File: src/hdl/ota_ladder_filter_rk4_core_macros.svh
// assertion helpers used by olfrk4_ctrl
// each macro expects clk and rst_n in scope
`ifndef OTA_LADDER_FILTER_RK4_CORE_MACROS_SVH
`define OTA_LADDER_FILTER_RK4_CORE_MACROS_SVH

// same-cycle implication
`define OLFRK4_ASSERT_SAME(label, ante, cons, msg) \
    label: assert property (@(posedge clk) disable iff (!rst_n) (ante) |-> (cons)) \
        else $error(msg);

// next-cycle implication
`define OLFRK4_ASSERT_NEXT(label, ante, cons, msg) \
    label: assert property (@(posedge clk) disable iff (!rst_n) (ante) |=> (cons)) \
        else $error(msg);

`endif

File: src/hdl/olfrk4_pkg.sv
`timescale 1ns / 1ps
package olfrk4_pkg;

    // field and state widths
    localparam int OS_W     = 4;
    localparam int SR_W     = 18;
    localparam int CFG_W    = 18;
    localparam int CIDX_W   = 2;
    localparam int STAGES   = 4;
    localparam int MAX_OVERSAMPLE = 8;

    // register indexes
    localparam logic [CIDX_W-1:0] REG_OVERSAMPLE  = 2'd0;
    localparam logic [CIDX_W-1:0] REG_SAMPLE_RATE = 2'd1;

    // iteration counts of the shared units
    localparam int KDIV_CYCLES = 43;
    localparam int DIV6_CYCLES = 11;
    localparam int CNT_W       = 6;

    // fixed-point constants
    localparam logic [26:0]        TWO_PI_Q24 = 27'd105414268;
    localparam logic signed [17:0] C_1P1_Q16  = 18'sd72090;
    localparam logic signed [17:0] C_1P96_Q16 = 18'sd128451;
    localparam logic [63:0]        EXP_QUARTER_Q30 = 64'd1378711793;

    // datapath operations
    localparam logic [3:0] OP_NOP    = 4'd0;
    localparam logic [3:0] OP_LOAD   = 4'd1;
    localparam logic [3:0] OP_PREP   = 4'd2;
    localparam logic [3:0] OP_KDIV   = 4'd3;
    localparam logic [3:0] OP_KSAT   = 4'd4;
    localparam logic [3:0] OP_SINIT  = 4'd5;
    localparam logic [3:0] OP_FBMUL  = 4'd6;
    localparam logic [3:0] OP_TANH   = 4'd7;
    localparam logic [3:0] OP_RESMUL = 4'd8;
    localparam logic [3:0] OP_UMUL   = 4'd9;
    localparam logic [3:0] OP_DHMUL  = 4'd10;
    localparam logic [3:0] OP_UPD    = 4'd11;
    localparam logic [3:0] OP_D6LOAD = 4'd12;
    localparam logic [3:0] OP_D6     = 4'd13;
    localparam logic [3:0] OP_COMMIT = 4'd14;
    localparam logic [3:0] OP_OUT    = 4'd15;

    typedef struct packed {
        logic [3:0] op;
        logic [1:0] stage;
        logic [1:0] eval;
    } dp_cmd_t;

    typedef struct packed {
        logic [OS_W-1:0] os_count;
    } dp_stat_t;

    // tanh table, q16, tanh(j/8) for j = 0..32
    typedef logic [16:0] tanh_rom_t [0:32];

    function automatic tanh_rom_t build_tanh_rom();
        tanh_rom_t   rom;
        logic [63:0] one;
        logic [63:0] p;
        logic [63:0] den;
        logic [63:0] num;
        logic [63:0] q;
        one = 64'd1 << 20;
        p   = one;
        for (int j = 0; j <= 32; j++) begin
            den = p + one;
            num = ((p - one) << 16) + (den >> 1);
            q   = 64'd0;
            // shift-subtract quotient
            for (int b = 16; b >= 0; b--) begin
                if (num >= (den << b)) begin
                    num = num - (den << b);
                    q   = q | (64'd1 << b);
                end
            end
            rom[j] = q[16:0];
            if (j < 32) begin
                p = (p * EXP_QUARTER_Q30 + (64'd1 << 29)) >> 30;
            end
        end
        return rom;
    endfunction

    localparam tanh_rom_t TANH_ROM = build_tanh_rom();

endpackage

File: src/hdl/olfrk4_ctrl.sv
`timescale 1ns / 1ps
`include "ota_ladder_filter_rk4_core_macros.svh"
module olfrk4_ctrl
    import olfrk4_pkg::*;
(
    input  logic     clk,
    input  logic     rst_n,
    input  logic     in_valid,
    output logic     in_ready,
    output logic     out_valid,
    input  logic     out_ready,
    input  dp_stat_t stat,
    output dp_cmd_t  cmd
);

    localparam logic [3:0] S_IDLE   = 4'd0;
    localparam logic [3:0] S_PREP   = 4'd1;
    localparam logic [3:0] S_KDIV   = 4'd2;
    localparam logic [3:0] S_KSAT   = 4'd3;
    localparam logic [3:0] S_SINIT  = 4'd4;
    localparam logic [3:0] S_FBMUL  = 4'd5;
    localparam logic [3:0] S_FBTANH = 4'd6;
    localparam logic [3:0] S_RESMUL = 4'd7;
    localparam logic [3:0] S_UMUL   = 4'd8;
    localparam logic [3:0] S_UTANH  = 4'd9;
    localparam logic [3:0] S_DHMUL  = 4'd10;
    localparam logic [3:0] S_UPD    = 4'd11;
    localparam logic [3:0] S_D6LOAD = 4'd12;
    localparam logic [3:0] S_D6     = 4'd13;
    localparam logic [3:0] S_COMMIT = 4'd14;
    localparam logic [3:0] S_OUT    = 4'd15;

    logic [3:0]       state_reg, state_next;
    logic [CNT_W-1:0] cnt_reg, cnt_next;
    logic [1:0]       stage_reg, stage_next;
    logic [1:0]       eval_reg, eval_next;
    logic [OS_W-1:0]  step_reg, step_next;
    logic             out_valid_reg, out_valid_next;

    // sequencing
    always_comb
    begin
        state_next = state_reg;
        cnt_next   = cnt_reg;
        stage_next = stage_reg;
        eval_next  = eval_reg;
        step_next  = step_reg;
        cmd.op     = OP_NOP;
        cmd.stage  = stage_reg;
        cmd.eval   = eval_reg;
        in_ready   = 1'b0;
        unique case (state_reg)
            S_IDLE:
            begin
                in_ready = 1'b1;
                if (in_valid)
                begin
                    cmd.op     = OP_LOAD;
                    step_next  = '0;
                    state_next = S_PREP;
                end
            end
            S_PREP:
            begin
                cmd.op     = OP_PREP;
                cnt_next   = '0;
                state_next = S_KDIV;
            end
            S_KDIV:
            begin
                cmd.op = OP_KDIV;
                if (cnt_reg == CNT_W'(KDIV_CYCLES - 1))
                    state_next = S_KSAT;
                else
                    cnt_next = cnt_reg + 1'b1;
            end
            S_KSAT:
            begin
                cmd.op     = OP_KSAT;
                step_next  = '0;
                state_next = S_SINIT;
            end
            S_SINIT:
            begin
                cmd.op     = OP_SINIT;
                stage_next = 2'd0;
                eval_next  = 2'd0;
                state_next = S_FBMUL;
            end
            S_FBMUL:
            begin
                cmd.op     = OP_FBMUL;
                state_next = S_FBTANH;
            end
            S_FBTANH:
            begin
                cmd.op     = OP_TANH;
                state_next = S_RESMUL;
            end
            S_RESMUL:
            begin
                cmd.op     = OP_RESMUL;
                state_next = S_UMUL;
            end
            S_UMUL:
            begin
                cmd.op     = OP_UMUL;
                state_next = S_UTANH;
            end
            S_UTANH:
            begin
                cmd.op     = OP_TANH;
                state_next = S_DHMUL;
            end
            S_DHMUL:
            begin
                cmd.op = OP_DHMUL;
                if (stage_reg == 2'd3)
                    state_next = S_UPD;
                else
                begin
                    stage_next = stage_reg + 2'd1;
                    state_next = S_UMUL;
                end
            end
            S_UPD:
            begin
                cmd.op = OP_UPD;
                if (eval_reg == 2'd3)
                    state_next = S_D6LOAD;
                else
                begin
                    eval_next  = eval_reg + 2'd1;
                    stage_next = 2'd0;
                    state_next = S_FBMUL;
                end
            end
            S_D6LOAD:
            begin
                cmd.op     = OP_D6LOAD;
                cnt_next   = '0;
                state_next = S_D6;
            end
            S_D6:
            begin
                cmd.op = OP_D6;
                if (cnt_reg == CNT_W'(DIV6_CYCLES - 1))
                    state_next = S_COMMIT;
                else
                    cnt_next = cnt_reg + 1'b1;
            end
            S_COMMIT:
            begin
                cmd.op = OP_COMMIT;
                if (step_reg == stat.os_count - 1'b1)
                    state_next = S_OUT;
                else
                begin
                    step_next  = step_reg + 1'b1;
                    state_next = S_SINIT;
                end
            end
            S_OUT:
            begin
                if (!out_valid_reg || out_ready)
                begin
                    cmd.op     = OP_OUT;
                    state_next = S_IDLE;
                end
            end
            default:
            begin
                state_next = S_IDLE;
            end
        endcase
    end

    // output beat valid
    always_comb
    begin
        if (cmd.op == OP_OUT)
            out_valid_next = 1'b1;
        else if (out_ready)
            out_valid_next = 1'b0;
        else
            out_valid_next = out_valid_reg;
    end

    assign out_valid = out_valid_reg;

    always_ff @(posedge clk or negedge rst_n)
    begin
        if (!rst_n)
        begin
            state_reg     <= S_IDLE;
            cnt_reg       <= '0;
            stage_reg     <= 2'd0;
            eval_reg      <= 2'd0;
            step_reg      <= '0;
            out_valid_reg <= 1'b0;
        end
        else
        begin
            state_reg     <= state_next;
            cnt_reg       <= cnt_next;
            stage_reg     <= stage_next;
            eval_reg      <= eval_next;
            step_reg      <= step_next;
            out_valid_reg <= out_valid_next;
        end
    end

    `OLFRK4_ASSERT_SAME(a_kdiv_cnt, state_reg == S_KDIV, cnt_reg < CNT_W'(KDIV_CYCLES), "kh divider overran")
    `OLFRK4_ASSERT_SAME(a_out_free, cmd.op == OP_OUT, !out_valid_reg || out_ready, "result beat overwritten")
    `OLFRK4_ASSERT_SAME(a_step_range, state_reg != S_IDLE, step_reg < stat.os_count, "step count out of range")
    `OLFRK4_ASSERT_NEXT(a_busy_after_accept, in_valid && in_ready, !in_ready, "accepted while busy")

endmodule

File: config.mk
export PLATFORM = sky130hd
export DESIGN_NAME = olfrk4_ctrl
export DESIGN_NICKNAME = d
export VERILOG_FILES = /design/src/hdl/olfrk4_pkg.sv /design/src/hdl/olfrk4_ctrl.sv
export VERILOG_INCLUDE_DIRS = /design/src /design/src/hdl
export SDC_FILE = /design/constraint.sdc
export NUM_CORES = 1
export LEC_CHECK = 0
export BUFFER_PORTS_ARGS = -buffer_cell sky130_fd_sc_hd__buf_2
export CORE_ASPECT_RATIO = 1.4
export CORE_UTILIZATION = 57
export CTS_CLUSTER_SIZE = 10
export DETAILED_ROUTE_END_ITERATION = 10
export PLACE_DENSITY = 0.84
export SLEW_MARGIN = 15
export SYNTH_ARGS = -nofsm -noshare
export SYNTH_HDL_FRONTEND = slang
export SYNTH_SLANG_ARGS = --single-unit
File: constraint.sdc
create_clock -name clk -period 2.7 [get_ports clk]
set_clock_uncertainty 0.05 [all_clocks]
set_input_delay 0.81 -clock clk [delete_from_list [all_inputs] [get_ports clk]]
set_output_delay 0.81 -clock clk [all_outputs]
set_load 0.01 [all_outputs]
### After elaboration in Yosys (flattened, before gate mapping)

Index checks and enable logic that the tools add are counted.

| storage, ports and cells | value |
|---|---|
| register bits | 19 |
| bits of input ports | 8 |
| output and inout bits | 10 |
| logic and storage cells | 81 |

| cells by class | value |
|---|---|
| $add $sub $neg | 5 |
| equal/unequal tests | 30 |
| multiplexer cells | 25 |
| reduce and logical (&&, ||, !) cells | 15 |

Operator list:

| operator | number |
|---|---|
| one-hot mux 4 bit (16 select lines) | 1 |
| one-hot mux 4 bit (15 select lines) | 1 |
| equality test 4 bit (second input constant) | 9 |
| 2-to-1 mux 4 bit | 9 |
| != test 2 bit (second input constant) | 9 |
| one-hot mux 6 bit (3 select lines) | 1 |
| equality test 4 x 3 -> 1 bit (second input constant) | 4 |
| 2-to-1 mux 6 bit | 2 |
| one-hot mux 4 bit (3 select lines) | 1 |
| AND reduction 3 bit | 3 |
| nonzero test 3 bit | 3 |
| equality test 4 x 2 -> 1 bit (second input constant) | 2 |
| 2-to-1 mux 2 bit | 4 |
| adder 6 x 1 -> 6 bit (second input constant) | 1 |
| equality test 6 x 4 -> 1 bit (second input constant) | 1 |
| equality test 6 bit (second input constant) | 1 |
| one-hot mux 2 bit (3 select lines) | 1 |
| adder 2 x 1 -> 2 bit (second input constant) | 2 |
| adder 4 x 1 -> 4 bit (second input constant) | 1 |
| equality test 2 bit (second input constant) | 2 |
| equality test 4 x 1 -> 1 bit (second input constant) | 1 |
| equality test 4 bit | 1 |
| zero test 4 bit | 1 |
| 2-to-1 mux 1 bit | 4 |
| 8 further kinds | 10 |

### Longest topological paths before layout

| logic depth | value |
|---|---|
| depth after elaboration | 6 |
| depth in mapped cells | 7 |
| mapped depth without buffers | 7 |

### Worst setup path before layout

No wires, ideal clock.

| timing | value |
|---|---|
| path kind | in2out |
| start point | input port out_ready |
| end point | output port cmd[4] (netlist bit) |
| arrival time | 1381 ps |
| required time | 1840 ps |
| setup slack | 459 ps |
| stages | 5 |
| buffers on the path | 0 |
| cell sequence | nand2b_1 -> o21ai_0 -> nand2_1 -> nand3_1 -> o31ai_1 |

RTL lines:

| element | RTL line | source |
|---|---|---|
| start, declared | olfrk4_ctrl.sv:11 | `input logic out_ready,` |
| end, declared | olfrk4_ctrl.sv:13 | `output dp_cmd_t cmd` |

### Worst setup path after layout

| timing | value |
|---|---|
| start point | register state_reg[3] |
| end point | output port in_ready |

| on the way | value |
|---|---|
| cells in the longest elaborated chain, start to end | 2 |

Ends and longest elaborated chain:

| element | RTL line | source |
|---|---|---|
| start, declared | olfrk4_ctrl.sv:33 | `logic [3:0] state_reg, state_next;` |
| start signal, assigned | olfrk4_ctrl.sv:204 | `state_reg <= state_next;` |
| zero test 4 bit | olfrk4_ctrl.sv:52 | `unique case (state_reg)` |
| 2-to-1 mux 1 bit | olfrk4_ctrl.sv:52 |  |
| end, declared | olfrk4_ctrl.sv:9 | `output logic in_ready,` |

No other way between the ends.

==> summary.txt <==
Job
  – Max-cap viol count: 0

Drt
  – Routed met2 length: 1500 um
  – Via count: 1,272
  – Routed length per instance: 14.5 um
  – Max Used Layer: met4
  – Post-route met1 wirelength: 1220 um
  – Post-DRT Antenna Nets: 0
  – Via density: 6.33
  – Drt initial violations: 46
  – DR pass1 iterations: 6
  – Residual DRC count: 0
  – Final WL: 2920 um
  – Met3 wire len: 132 um

Floorplanning
  – Core area: 2360 um2
  – Die width: between 40 and 50 um
  – Starting Density: around three fifths
  – Die H: 60.9 um
  – I/O pin total: 18
  – Die area: 2680 um2
  – Site Rows: 21

Setup path
  – R2R Setup Slk: roughly 0.57 ns
  – Crit path cell chain: or2_2 -> nor3_1 -> buf_2
  – Crit Path Max Fanout: 18
  – Crit start category: flop
  – Critical path class: flop to output pin
  – Critical path arrival: 1.71 ns
  – Worst r2r dst: step_reg[0]
  – CP max-delay cell: dfrtp_1
  – FF-to-FF Start: state_reg[3]
  – Worst path required time: about 1.8 ns
  – Crit-path max cell delay: between 0.6 and 0.7 ns
  – Worst Reg-to-Reg Cells: 5
  – Setup crit end kind: output pin

STA
  – Minimum clock period: 2.57 ns
  – Fmax: 390 MHz
  – Hold Vio Cnt, Final: 0
  – Period utilization: 95.1%
  – Worst slew pin tran: 0.641 ns
  – RSZ-0062 raised after global routing: no
  – Rel. slew slack: between 50% and 60%
  – Fin Setup TNS: 0 ns
  – Final setup vio count: 0
  – Pins Over Slew Limit: 0

Final layout
  – Max reg flops: 6
  – Area Overhead vs Synth: 8.24%
  – Final instance area: 1530 um2
  – Post-Route Utilization: around 65%
  – Share of cells above drive strength 1: around 21%
  – Fillers: between 200 and 250
  – Antenna fix cells: 0
  – Final Net Count: 193
  – Non-filler cells, final: 201

Synth
  – Synth area leaders: dfrtp_1, ha_1, o21ai_0
  – Mean post-synth cell area: 8.66 um2
  – Yosys reg bits: 19
  – Sequential area share after synthesis: 33.7%
  – Synth cell types: 46
  – Cells after Synth: between 150 and 200
  – Post-synth ARST share: 100%
  – Syn Nets: 177
  – Synth Warn #: 0
  – Area leader, netlist: dfrtp_1
  – Top_reg_cell synth: dfrtp_1
  – Cell Area, Synth: 1410 um2
  – Yosys top cell area share: 33.7%
  – Number of synthesized flops with an enable pin: 0

Hold path
  – Worst hold path type: input port to async pin

Global route
  – Grt total ovfl: 0
  – Global-route wire length before repair: approximately 4800 um
  – Antenna violations before repair: 0
  – Largest net degree at the start of global routing: 21
  – Global Route Usage Sum: 24.1%
  – Vias in the first global route: around 1,200

Clock tree
  – Clock slew at reported path FFs: approximately 0.12 ns
  – Clock root buffer: clkbuf_4
  – Clk Latency, worst-skew pair: 0.31 ns
  – CTS Buf Count: 3
  – Deepest clock path buffer count: 2
  – Clock Sinks: 19
  – H-tree depth: 1
  – TritonCTS clock tree: yes

Power and ir drop
  – VDD IR-drop max: around 740 uV
  – Power Dens Cells: between 1000 and 1500 nW/um2
  – Tot Pwr: 0.00158 W
  – P_leak: 0.668 nW

Placed design
  – Area after DPL: about 1500 um2
  – Routability Congestion: approximately 0.87
  – Port bufs: 17
  – Cells after DPL: 197
  – Hpwl dp: 2190 um

Outcome
  – Status: finished, final reports clean
==> synthesized netlist by cell type (2+ instances only) <==
cell      count
a22oi_1       3
nand2b_1      4
xnor2_1       4
o31ai_1       5
nor3_1        8
a21oi_1      10
or3_1         3
or2_2         2
inv_1         7
o21ai_0      14
a22o_1        3
clkbuf_1      4
xor2_1        3
a311oi_1      2
nor2_1       14
nand3_1       4
ha_1          6
nor4_1        2
nand2_1      17
nor3b_1       2
dfrtp_1      19
buf_2         3
==> per-layer routing <==
metal	vias to the layer above	GRT usage, %
met3	7	2.68
met2	41	42.4
met1	598	28.0
li1	626	-
met4	0	13.4
met5	-	0
==> cell type report <==
type                    count  area, um2  share of cell area [%]
well taps                  23       28.8                    1.88
inverters                   7       26.3                    1.72
multi-input cells         129        868                    56.8
clock buffers               3       22.5                    1.47
repair buffers             19        100                    6.55
clock inverters             1       5.00                   0.328
flip-flops and latches     19        477                    31.2
==> power by group <==
part,internal [W],switching [W],leakage (nW)
sequential,0.000377,0.000169,0.248
combinational,0.000375,0.000506,0.402
clock,0.0000555,0.0000957,0.0177
total,0.000808,0.000770,0.668
==> stage by stage <==
stage	setup slack [ns]	hold WS, ns
6_report	0.133	0.360
2_1_floorplan	0.459	0.464
5_1_grt	0.00292	0.391
3_3_place_gp	0.173	0.443
4_1_cts	0.118	0.377
3_5_place_dp	0.139	0.466
==> how the worst max path moves through the flow <==
| stage | endpoint | start | slack, ns | depth (start not counted) |
|---|---|---|---|---|
| floorplan | cmd[4] | out_ready | 0.46 | 5 |
| global placement | cmd[4] | out_ready | 0.17 | 7 |
| detailed placement | cmd[4] | out_ready | 0.14 | 7 |
| CTS | in_ready | state_reg[2] | 0.12 | 3 |
| global route | in_ready | state_reg[3] | 0.003 | 3 |
| finish | in_ready | state_reg[3] | 0.13 | 3 |
==> cells in the final DEF (no fill, tap or decap), types with 3 or more instances in the layout <==
cell type / netlist / layout
nand3_1: 4 / 4
o21ai_0: 14 / 14
nand2b_1: 4 / 4
a22oi_1: 3 / 3
o31ai_1: 5 / 5
dfrtp_1: 19 / 18
or3_1: 3 / 3
buf_2: 3 / 17
xor2_1: 3 / 3
a22o_1: 3 / 3
a21oi_1: 10 / 10
nand2_1: 17 / 17
inv_1: 7 / 7
clkbuf_4: 0 / 3
nor3_1: 8 / 8
xnor2_1: 4 / 4
nor2_1: 14 / 14
ha_1: 6 / 6
==> timing repair <==
action                     CTS  global route
hold buffers                 0             0
buffers inserted             0             0
setup endpoints to repair    0             2
resized for setup            0             1
==> cell families (layout without fill, tap and decap cells) <==
| group | Yosys count | after routing | synth area share, % |
|---|---|---|---|
| AO/OA/AOI/OAI | 50 | 50 | 25.4 |
| XOR/XNOR | 7 | 7 | 4.34 |
| adder cells (fa/ha/maj) | 6 | 6 | 5.32 |
| buffers and inverters | 15 | 30 | 4.79 |
| flip-flops | 19 | 19 | 33.7 |
| multiplexers | 1 | 1 | 0.798 |
| AND/OR/NAND/NOR | 65 | 65 | 25.7 |
==> critical path: cells and delay by family (launching register included) <==
kind | cells | cell delay (ns)
buffers and inverters | 1 | 0.16
DFF | 1 | 0.63
and+or+nand+nor | 2 | 0.59
(Power assumes the default switching activity.)
